===== config.mk =====
export PLATFORM = sky130hd
export DESIGN_NAME = date_time_string_parser_top
export DESIGN_NICKNAME = d
export VERILOG_FILES = /design/src/rtl/dtsp_pkg.sv /design/src/rtl/date_time_string_parser_top.sv /design/src/rtl/dtsp_in_reg.sv /design/src/rtl/dtsp_core.sv /design/src/rtl/dtsp_out_reg.sv
export SDC_FILE = /design/constraint.sdc
export NUM_CORES = 1
export LEC_CHECK = 0
export BUFFER_PORTS_ARGS = -buffer_cell sky130_fd_sc_hd__buf_4
export CAP_MARGIN = 20
export CORE_ASPECT_RATIO = 2
export CORE_MARGIN = 2
export CORE_UTILIZATION = 35
export DETAILED_ROUTE_END_ITERATION = 8
export GPL_ROUTABILITY_DRIVEN = 0
export PLACE_DENSITY = 0.56
export SLEW_MARGIN = 10
export SYNTH_ARGS = -nofsm -noshare
export SYNTH_HDL_FRONTEND = slang
export SYNTH_SLANG_ARGS = --single-unit

===== constraint.sdc =====
create_clock -name clk_i -period 3.4 [get_ports clk_i]
set_clock_uncertainty 0.1 [all_clocks]
set_input_delay 0.68 -clock clk_i [delete_from_list [all_inputs] [get_ports clk_i]]
set_output_delay 0.68 -clock clk_i [all_outputs]
set_load 0.005 [all_outputs]

===== src/rtl/dtsp_pkg.sv =====
// ---------------------------------------------------------------------------
// dtsp_pkg
// Shared types and constants for the date and time string parser.
// ---------------------------------------------------------------------------
package dtsp_pkg;

  localparam int unsigned YearW  = 16;
  localparam int unsigned FieldW = 8;
  localparam int unsigned CntW   = 3;

  localparam logic [YearW-1:0] DefaultYear  = 16'd2000;
  localparam logic [YearW-1:0] DayLimit     = 16'd31;
  localparam logic [7:0]       CharNul      = 8'h00;
  localparam logic [7:0]       CharZero     = 8'h30;
  localparam logic [7:0]       CharNine     = 8'h39;
  localparam logic [CntW-1:0]  FieldsMax    = 3'd6;
  localparam logic [FieldW-1:0] DefaultMonth = 8'd1;
  localparam logic [FieldW-1:0] DefaultDay   = 8'd1;

  // Field slots, indexed by the count of numbers already completed.
  localparam logic [CntW-1:0] SlotFirst  = 3'd0;
  localparam logic [CntW-1:0] SlotSecond = 3'd1;
  localparam logic [CntW-1:0] SlotThird  = 3'd2;
  localparam logic [CntW-1:0] SlotHour   = 3'd3;
  localparam logic [CntW-1:0] SlotMinute = 3'd4;
  localparam logic [CntW-1:0] SlotSecs   = 3'd5;

  typedef struct packed {
    logic              valid;
    logic [YearW-1:0]  year;
    logic [FieldW-1:0] month;
    logic [FieldW-1:0] day;
    logic [FieldW-1:0] hour;
    logic [FieldW-1:0] minute;
    logic [FieldW-1:0] second;
    logic              complete;
  } dtsp_result_t;

endpackage


===== src/rtl/date_time_string_parser_top.sv =====
// ---------------------------------------------------------------------------
// date_time_string_parser_top
// Parses a NUL-terminated character stream into year, month, day, hour,
// minute and second, and emits one result word per string.
// ---------------------------------------------------------------------------
// A NUL word taken from the input stream passes through the input register
// into the result register, where its result word is offered to the sink.
// Throughput: one character word per cycle; a NUL waits in the input register,
// holding back the words behind it, only while the previous result is untaken.
// Reset: asynchronous and active low; it empties both registers and returns
// the parser to its defaults (year 2000, month and day 1, the rest 0).
module date_time_string_parser_top
  import dtsp_pkg::*;
(
  input  logic        clk_i,
  input  logic        rst_ni,
  // Input stream. tdata: [7:0] char_byte.
  input  logic        s_axis_tvalid,
  output logic        s_axis_tready,
  input  logic [7:0]  s_axis_tdata,
  // Result stream. tdata: [15:0] year_out, [23:16] month_out,
  // [31:24] day_out, [39:32] hour_out, [47:40] minute_out,
  // [55:48] second_out.
  output logic        m_axis_tvalid,
  input  logic        m_axis_tready,
  output logic [55:0] m_axis_tdata,
  // tuser: [0] complete, set when all six numbers were found.
  output logic [0:0]  m_axis_tuser
);

  logic         byte_valid;
  logic [7:0]   byte_q;
  logic         take;
  logic         out_free;
  dtsp_result_t result;
  dtsp_result_t out_data;

  // The input register frees itself whenever the parser consumes its word.
  dtsp_in_reg u_in_reg (
    .clk_i     (clk_i),
    .rst_ni    (rst_ni),
    .s_valid_i (s_axis_tvalid),
    .s_ready_o (s_axis_tready),
    .s_byte_i  (s_axis_tdata),
    .take_i    (take),
    .valid_o   (byte_valid),
    .byte_o    (byte_q)
  );

  // The parser updates its number state on every word and forms a result
  // only on the terminating NUL, after which it returns to its defaults.
  dtsp_core u_core (
    .clk_i        (clk_i),
    .rst_ni       (rst_ni),
    .byte_valid_i (byte_valid),
    .byte_i       (byte_q),
    .out_free_i   (out_free),
    .take_o       (take),
    .result_o     (result)
  );

  // The result register decouples the sink so parsing of the next string
  // continues while a finished result waits.
  dtsp_out_reg u_out_reg (
    .clk_i     (clk_i),
    .rst_ni    (rst_ni),
    .result_i  (result),
    .free_o    (out_free),
    .m_valid_o (m_axis_tvalid),
    .m_ready_i (m_axis_tready),
    .data_o    (out_data)
  );

  assign m_axis_tdata = {out_data.second, out_data.minute, out_data.hour,
                         out_data.day, out_data.month, out_data.year};
  assign m_axis_tuser = out_data.complete;

endmodule


===== src/rtl/dtsp_in_reg.sv =====
// ---------------------------------------------------------------------------
// dtsp_in_reg
// Input register that holds one character word until the parser takes it.
// ---------------------------------------------------------------------------
module dtsp_in_reg
  import dtsp_pkg::*;
(
  input  logic       clk_i,
  input  logic       rst_ni,
  input  logic       s_valid_i,
  output logic       s_ready_o,
  input  logic [7:0] s_byte_i,
  input  logic       take_i,
  output logic       valid_o,
  output logic [7:0] byte_o
);

  logic       valid_q, valid_d;
  logic [7:0] byte_q,  byte_d;

  assign s_ready_o = !valid_q || take_i;

  always_comb begin
    valid_d = valid_q;
    byte_d  = byte_q;
    if (s_ready_o) begin
      valid_d = s_valid_i;
      byte_d  = s_byte_i;
    end
  end

  always_ff @(posedge clk_i or negedge rst_ni) begin
    if (!rst_ni) begin
      valid_q <= 1'b0;
    end else begin
      valid_q <= valid_d;
    end
  end

  always_ff @(posedge clk_i) begin
    byte_q <= byte_d;
  end

  assign valid_o = valid_q;
  assign byte_o  = byte_q;

endmodule


===== src/rtl/dtsp_core.sv =====
// ---------------------------------------------------------------------------
// dtsp_core
// Parser state: collects digit runs and forms the result on the NUL byte.
// ---------------------------------------------------------------------------
module dtsp_core
  import dtsp_pkg::*;
(
  input  logic         clk_i,
  input  logic         rst_ni,
  input  logic         byte_valid_i,
  input  logic [7:0]   byte_i,
  input  logic         out_free_i,
  output logic         take_o,
  output dtsp_result_t result_o
);

  logic [YearW-1:0]  acc_q, acc_d;
  logic [CntW-1:0]   cnt_q, cnt_d;
  logic              inside_q, inside_d;
  logic              year_leads_q, year_leads_d;
  logic [YearW-1:0]  first_q, first_d;
  logic [YearW-1:0]  second_q, second_d;
  logic [YearW-1:0]  third_q, third_d;
  logic [FieldW-1:0] hour_q, hour_d;
  logic [FieldW-1:0] minute_q, minute_d;

  logic              is_digit, is_nul;
  logic [3:0]        digit;
  logic [YearW-1:0]  acc_times_ten;

  // Values after the current number is closed by a separator.
  logic [CntW-1:0]   f_cnt;
  logic              f_leads;
  logic [YearW-1:0]  f_first, f_second, f_third;
  logic [FieldW-1:0] f_hour, f_minute;

  assign is_digit      = (byte_i >= CharZero) && (byte_i <= CharNine);
  assign is_nul        = (byte_i == CharNul);
  assign digit         = 4'(byte_i - CharZero);
  assign acc_times_ten = (acc_q << 3) + (acc_q << 1);

  // A NUL byte needs room in the result register; anything else goes through.
  assign take_o = byte_valid_i && (!is_nul || out_free_i);

  always_comb begin
    f_cnt    = cnt_q;
    f_leads  = year_leads_q;
    f_first  = first_q;
    f_second = second_q;
    f_third  = third_q;
    f_hour   = hour_q;
    f_minute = minute_q;
    if (inside_q) begin
      unique case (cnt_q)
        SlotFirst: begin
          f_first = acc_q;
          f_leads = acc_q > DayLimit;
        end
        SlotSecond: f_second = acc_q;
        SlotThird:  f_third  = acc_q;
        SlotHour:   f_hour   = acc_q[FieldW-1:0];
        SlotMinute: f_minute = acc_q[FieldW-1:0];
        default: ;  // the sixth number stays in the accumulator
      endcase
      if (cnt_q < FieldsMax) begin
        f_cnt = cnt_q + 3'd1;
      end
    end
  end

  always_comb begin
    acc_d        = acc_q;
    cnt_d        = cnt_q;
    inside_d     = inside_q;
    year_leads_d = year_leads_q;
    first_d      = first_q;
    second_d     = second_q;
    third_d      = third_q;
    hour_d       = hour_q;
    minute_d     = minute_q;

    result_o          = '0;
    result_o.valid    = take_o && !is_digit && is_nul;
    result_o.year     = DefaultYear;
    result_o.month    = DefaultMonth;
    result_o.day      = DefaultDay;
    result_o.complete = (f_cnt == FieldsMax);

    if (f_cnt >= 3'd1) begin
      result_o.year = f_first;
    end
    if (f_cnt >= 3'd2) begin
      if (f_leads) begin
        result_o.month = f_second[FieldW-1:0];
        if (f_cnt >= 3'd3) begin
          result_o.day = f_third[FieldW-1:0];
        end
      end else begin
        result_o.month = f_first[FieldW-1:0];
        result_o.day   = f_second[FieldW-1:0];
        result_o.year  = (f_cnt >= 3'd3) ? f_third : DefaultYear;
      end
    end
    if (f_cnt >= 3'd4) result_o.hour   = f_hour;
    if (f_cnt >= 3'd5) result_o.minute = f_minute;
    if (f_cnt >= 3'd6) result_o.second = acc_q[FieldW-1:0];

    if (take_o) begin
      if (is_digit) begin
        if (inside_q) begin
          acc_d = acc_times_ten + YearW'(digit);
        end else if (cnt_q < FieldsMax) begin
          acc_d    = YearW'(digit);
          inside_d = 1'b1;
        end
      end else if (is_nul) begin
        acc_d        = '0;
        cnt_d        = '0;
        inside_d     = 1'b0;
        year_leads_d = 1'b1;
        first_d      = DefaultYear;
        second_d     = '0;
        third_d      = '0;
        hour_d       = '0;
        minute_d     = '0;
      end else begin
        cnt_d        = f_cnt;
        inside_d     = 1'b0;
        year_leads_d = f_leads;
        first_d      = f_first;
        second_d     = f_second;
        third_d      = f_third;
        hour_d       = f_hour;
        minute_d     = f_minute;
      end
    end
  end

  always_ff @(posedge clk_i or negedge rst_ni) begin
    if (!rst_ni) begin
      acc_q        <= '0;
      cnt_q        <= '0;
      inside_q     <= 1'b0;
      year_leads_q <= 1'b1;
      first_q      <= DefaultYear;
      second_q     <= '0;
      third_q      <= '0;
      hour_q       <= '0;
      minute_q     <= '0;
    end else begin
      acc_q        <= acc_d;
      cnt_q        <= cnt_d;
      inside_q     <= inside_d;
      year_leads_q <= year_leads_d;
      first_q      <= first_d;
      second_q     <= second_d;
      third_q      <= third_d;
      hour_q       <= hour_d;
      minute_q     <= minute_d;
    end
  end

  a_cnt_bounded : assert property (@(posedge clk_i) disable iff (!rst_ni)
    cnt_q <= FieldsMax) else $error("field count beyond six");

  a_inside_has_slot : assert property (@(posedge clk_i) disable iff (!rst_ni)
    inside_q |-> (cnt_q < FieldsMax)) else $error("number open with no slot left");

  a_clear_after_nul : assert property (@(posedge clk_i) disable iff (!rst_ni)
    (take_o && is_nul) |=> (cnt_q == '0 && !inside_q && year_leads_q
                             && first_q == DefaultYear))
    else $error("parser not cleared after end of string");

endmodule


===== src/rtl/dtsp_out_reg.sv =====
// ---------------------------------------------------------------------------
// dtsp_out_reg
// Result register that holds a parsed date word until the sink takes it.
// ---------------------------------------------------------------------------
module dtsp_out_reg
  import dtsp_pkg::*;
(
  input  logic         clk_i,
  input  logic         rst_ni,
  input  dtsp_result_t result_i,
  output logic         free_o,
  output logic         m_valid_o,
  input  logic         m_ready_i,
  output dtsp_result_t data_o
);

  logic         valid_q, valid_d;
  dtsp_result_t data_q, data_d;

  assign free_o = !valid_q || m_ready_i;

  always_comb begin
    valid_d = valid_q;
    data_d  = data_q;
    if (free_o) begin
      valid_d = result_i.valid;
      data_d  = result_i;
    end
  end

  always_ff @(posedge clk_i or negedge rst_ni) begin
    if (!rst_ni) begin
      valid_q <= 1'b0;
    end else begin
      valid_q <= valid_d;
    end
  end

  always_ff @(posedge clk_i) begin
    data_q <= data_d;
  end

  assign m_valid_o = valid_q;
  assign data_o    = data_q;

endmodule


==> metrics.md <==
| Metric | Value |
|---|---|
| Congestion Overflow GR | 0 |
| Number of global-route vias before repair | about 5400 |
| HPWL Detailed | ~14 mm |
| Psw | 1660 uW |
| Max Freq | between 300 and 400 MHz |
| Post-Route Utilization | between 40% and 50% |
| Outcome | complete, no violations |
| Buffers on Ports | 70 |
| Worst path bufs/invs | 2 |
| Int Pwr | between 3000 and 4000 uW |
| Main synth FF type | dfrtp_1 |
| Vias | between 5000 and 6000 |
| Max-cap violation count | 0 |
| Pwr Density | approximately 620 nW/um^2 |
| Sequential area share after synthesis | around 55% |
| Die ar. | 21600 um^2 |
| Clock root buffer | clkbuf_16 |
| Sequential share of power | 40.9% |
| Layout area overhead | 19.5% |
| WHS | ~0.15 ns |
| Final period util | between 80% and 90% |
| Post-Route WL | ~19 mm |
| Setup TNS | 0 ns |
| Post-DP Area | between 7000 and 8000 um^2 |
| Setup CP Type | reg2reg |
| Flops & latches, synth | between 100 and 150 |
| Hold-fix buffers, CTS | 0 |
| Die W | 105 um |
| Clk network pwr share | between 30 and 40% |
| Largest net degree at the start of global routing | 80 |
| Total clock sinks | about 140 |
| Post-CTS Resized | 0 |
| CTS tree | done |
| Crit-path max cell delay | 0.60 ns |
| Top post-synthesis cells by area | edfxtp_1 (27%), dfrtp_1 (25%), mux2i_1 (5.8%) |
| Post-Synthesis Cells | between 600 and 700 |
| Peak VDD IR | between 0.0004 and 0.0005 V |
| Row count | 73 |
| Max clock buf depth | 2 |
| Fin. Hold Viols | 0 |
| Router iterations before antenna repair | 5 |
| N_diodes | 0 |
| DR WL/cell | about 20 um |
| CP Cell Sequence | inv_1 -> fa_1 -> inv_1 -> ha_1 -> a211oi_1 -> o21bai_1 -> a21oi_1 -> o21bai_1 -> a31oi_1 -> xnor2_1 -> a22o_1 |
| Filler Cells Inserted | slightly below 2000 |
| Arr. time, crit path | 3.14 ns |
| Most common cell after layout, fill and taps aside | nand2_1 |
| Core ar. | 19900 um^2 |
| CP required | 3.62 ns |
| Routed vias/inst | between 5 and 6 |
| Final #Nets | 743 |
| Synth area leader | edfxtp_1 |
| Mapped Nets | 672 |
| H-tree levels | 4 |
| Worst-margin pin slew | approximately 0.80 ns |
| Combinational share of power | between 20 and 25% |
| Drt drc | 0 |
| Initial antenna violation count | 0 |
| Critical path's top delay family | compound AO/OA/AOI/OAI gates |
| Effective utilization at floorplan | a little over a third |
| Die H | slightly above 200 um |
| Rel. slew slack | 46.8% |
| Setup Viol. Count Final | 0 |
| Footprint of the multi-input gates | just under 3000 um^2 |
| Commonest cells after routing, fill and taps aside | nand2_1 (106), buf_4 (85), dfrtp_1 (72) |
| Share of cells above drive strength 1 | about a fifth |
| Max Slew Vio Count | 0 |
| Boundary pin count | between 70 and 80 |
| Detail Route Antenna Nets | 0 |
| Worst-path fanout max | 3 |
| Worst path slowest cell | fa_1 |
| Crit path launch type | flip-flop |
| Worst-path clk slew | roughly 0.060 ns |
| Later-pin clock latency in the skew report | about 0.43 ns |
| Storage cell area | 3940 um^2 |
| Worst setup EP type | flip-flop |
| Post-synthesis cell type count | 55 |
| Static leakage | slightly above 0.004 uW |
| TritonCTS Buffers | 17 |
| Post-Syn Area | roughly 7100 um^2 |
| Setup repair after global routing missed its margin | false |
| Initial DRC Count | approximately 390 |
| Post-Layout Inst Area | ~8500 um^2 |
| Area share of the largest cell type after synthesis | between 20% and 30% |
| First-pass GRT wire length | between 30 and 40 mm |
| Number of synthesized flops with an enable pin | 65 |
| Period minus WS final | ~2.9 ns |
| Syn. warnings | 0 |
| Worst Hold Class | in2async |
| Switch share | between 30% and 40% |
| Tot GR Track Use | 18.6% |
| Mean Syn Cell Area | between 10 and 15 um^2 |
| Postcts setup bufs | 0 |
| Fraction of registers with async set/reset | a little over half |
stage by stage:
stage / worst slack (ns) / power (uW) / cells
after floorplan: 0.170 / 3020 / 627
after global placement: 0.548 / 3450 / 941
after detailed placement: 0.503 / 3480 / 941
after CTS: 0.489 / 5310 / 973
after global routing: 0.341 / 5520 / 973
final: 0.477 / 5290 / 973
cell families (layout without fill, tap and decap cells):
| group | after synthesis | count (layout) | synth area share (%) |
|---|---|---|---|
| and+or+nand+nor | 179 | 179 | 11.5 |
| AOI/OAI and AO/OA | 166 | 166 | 16.7 |
| DFF | 144 | 144 | 55.2 |
| buffers and inverters | 52 | 136 | 3.37 |
| muxes | 41 | 41 | 5.76 |
| adders and majority gates | 33 | 33 | 6.00 |
| xor gates and xnor gates | 12 | 12 | 1.47 |
synth_stat cells, types with 3 or more instances:
cell and n:
a22oi_1 4, a32oi_1 4, clkbuf_1 12, dfrtp_1 72, o21ai_0 18, o31ai_1 19
a21o_1 5, or3_1 4, o21ai_1 3, nor2_1 20, nand3_1 5, ha_1 31
a32o_1 3, dfstp_2 7, buf_6 3, xor2_1 3, nor2b_1 4, edfxtp_1 65
and3_1 10, buf_1 5, mux2i_1 41, a31oi_1 5, o22a_1 13, and2_1 9
a21oi_1 29, a22o_1 40, inv_1 18, nor4_1 3, o21ai_2 3, buf_2 12
o22ai_1 11, xnor2_1 9, nand2_1 106
final cells by class:
class,count,area share (%)
tap,262,3.85
inverter,18,0.793
sequential,144,46.2
timing repair buffer,86,7.72
multi-input combinational,431,34.6
clock inverter,9,0.940
clock buffer,23,5.84
state kept, by name (all words and copies together) (netlist names):
signal and cells:
u_out_reg.data_o 57, u_core.acc_q 16, u_core.first_q 16, u_core.third_q 16, u_core.hour_q 8, u_core.minute_q 8, u_core.second_q 8, u_in_reg.byte_o 8
u_core.cnt_q 3, u_core.inside_q 1, u_core.year_leads_q 1, u_in_reg.valid_o 1, u_out_reg.m_valid_o 1
path summary, 6_finish.rpt:
check,start,to,slack [ns],depth (start not counted)
setup / recovery,u_in_reg.byte_o[3]$_DFFE_PP_,u_core.acc_q[15]$_DFFE_PN0P_,0.48,11
hold / removal,rst_ni,u_in_reg.valid_o$_DFFE_PN0P_,0.15,2
setup reg to reg,u_in_reg.byte_o[3]$_DFFE_PP_,u_core.acc_q[15]$_DFFE_PN0P_,0.48,11
hold reg to reg,u_core.third_q[2]$_DFFE_PN0P_,u_core.third_q[2]$_DFFE_PN0P_,0.38,2
max in group asynchronous,rst_ni,u_core.first_q[9]$_DFFE_PN1P_,2.65,2
min in group clk_i,s_axis_tdata[6],u_in_reg.byte_o[6]$_DFFE_PP_,0.32,1
power by group through the flow:
stage / logic (uW) / registers (uW) / clock network, uW
5_1_grt: 1410 / 2180 / 1930
4_1_cts: 1300 / 2160 / 1850
3_5_place_dp: 1290 / 2190 / 0
2_1_floorplan: 852 / 2160 / 0
6_report: 1310 / 2160 / 1820
3_3_place_gp: 1270 / 2190 / 0
metal layers:
layer / vias to the layer above / track usage, % / part of all wire (%) / wire length, um
li1: 2458 / - / - / -
met1: 2601 / 19.0 / 36 / 6990
met2: 153 / 34.4 / 55 / 10700
met3: 47 / 3.99 / 3.7 / 712
met4: 0 / 11.0 / 5.2 / 1010
met5: - / 0 / 0 / 0
Note: power is estimated with default switching activity, not from simulation.
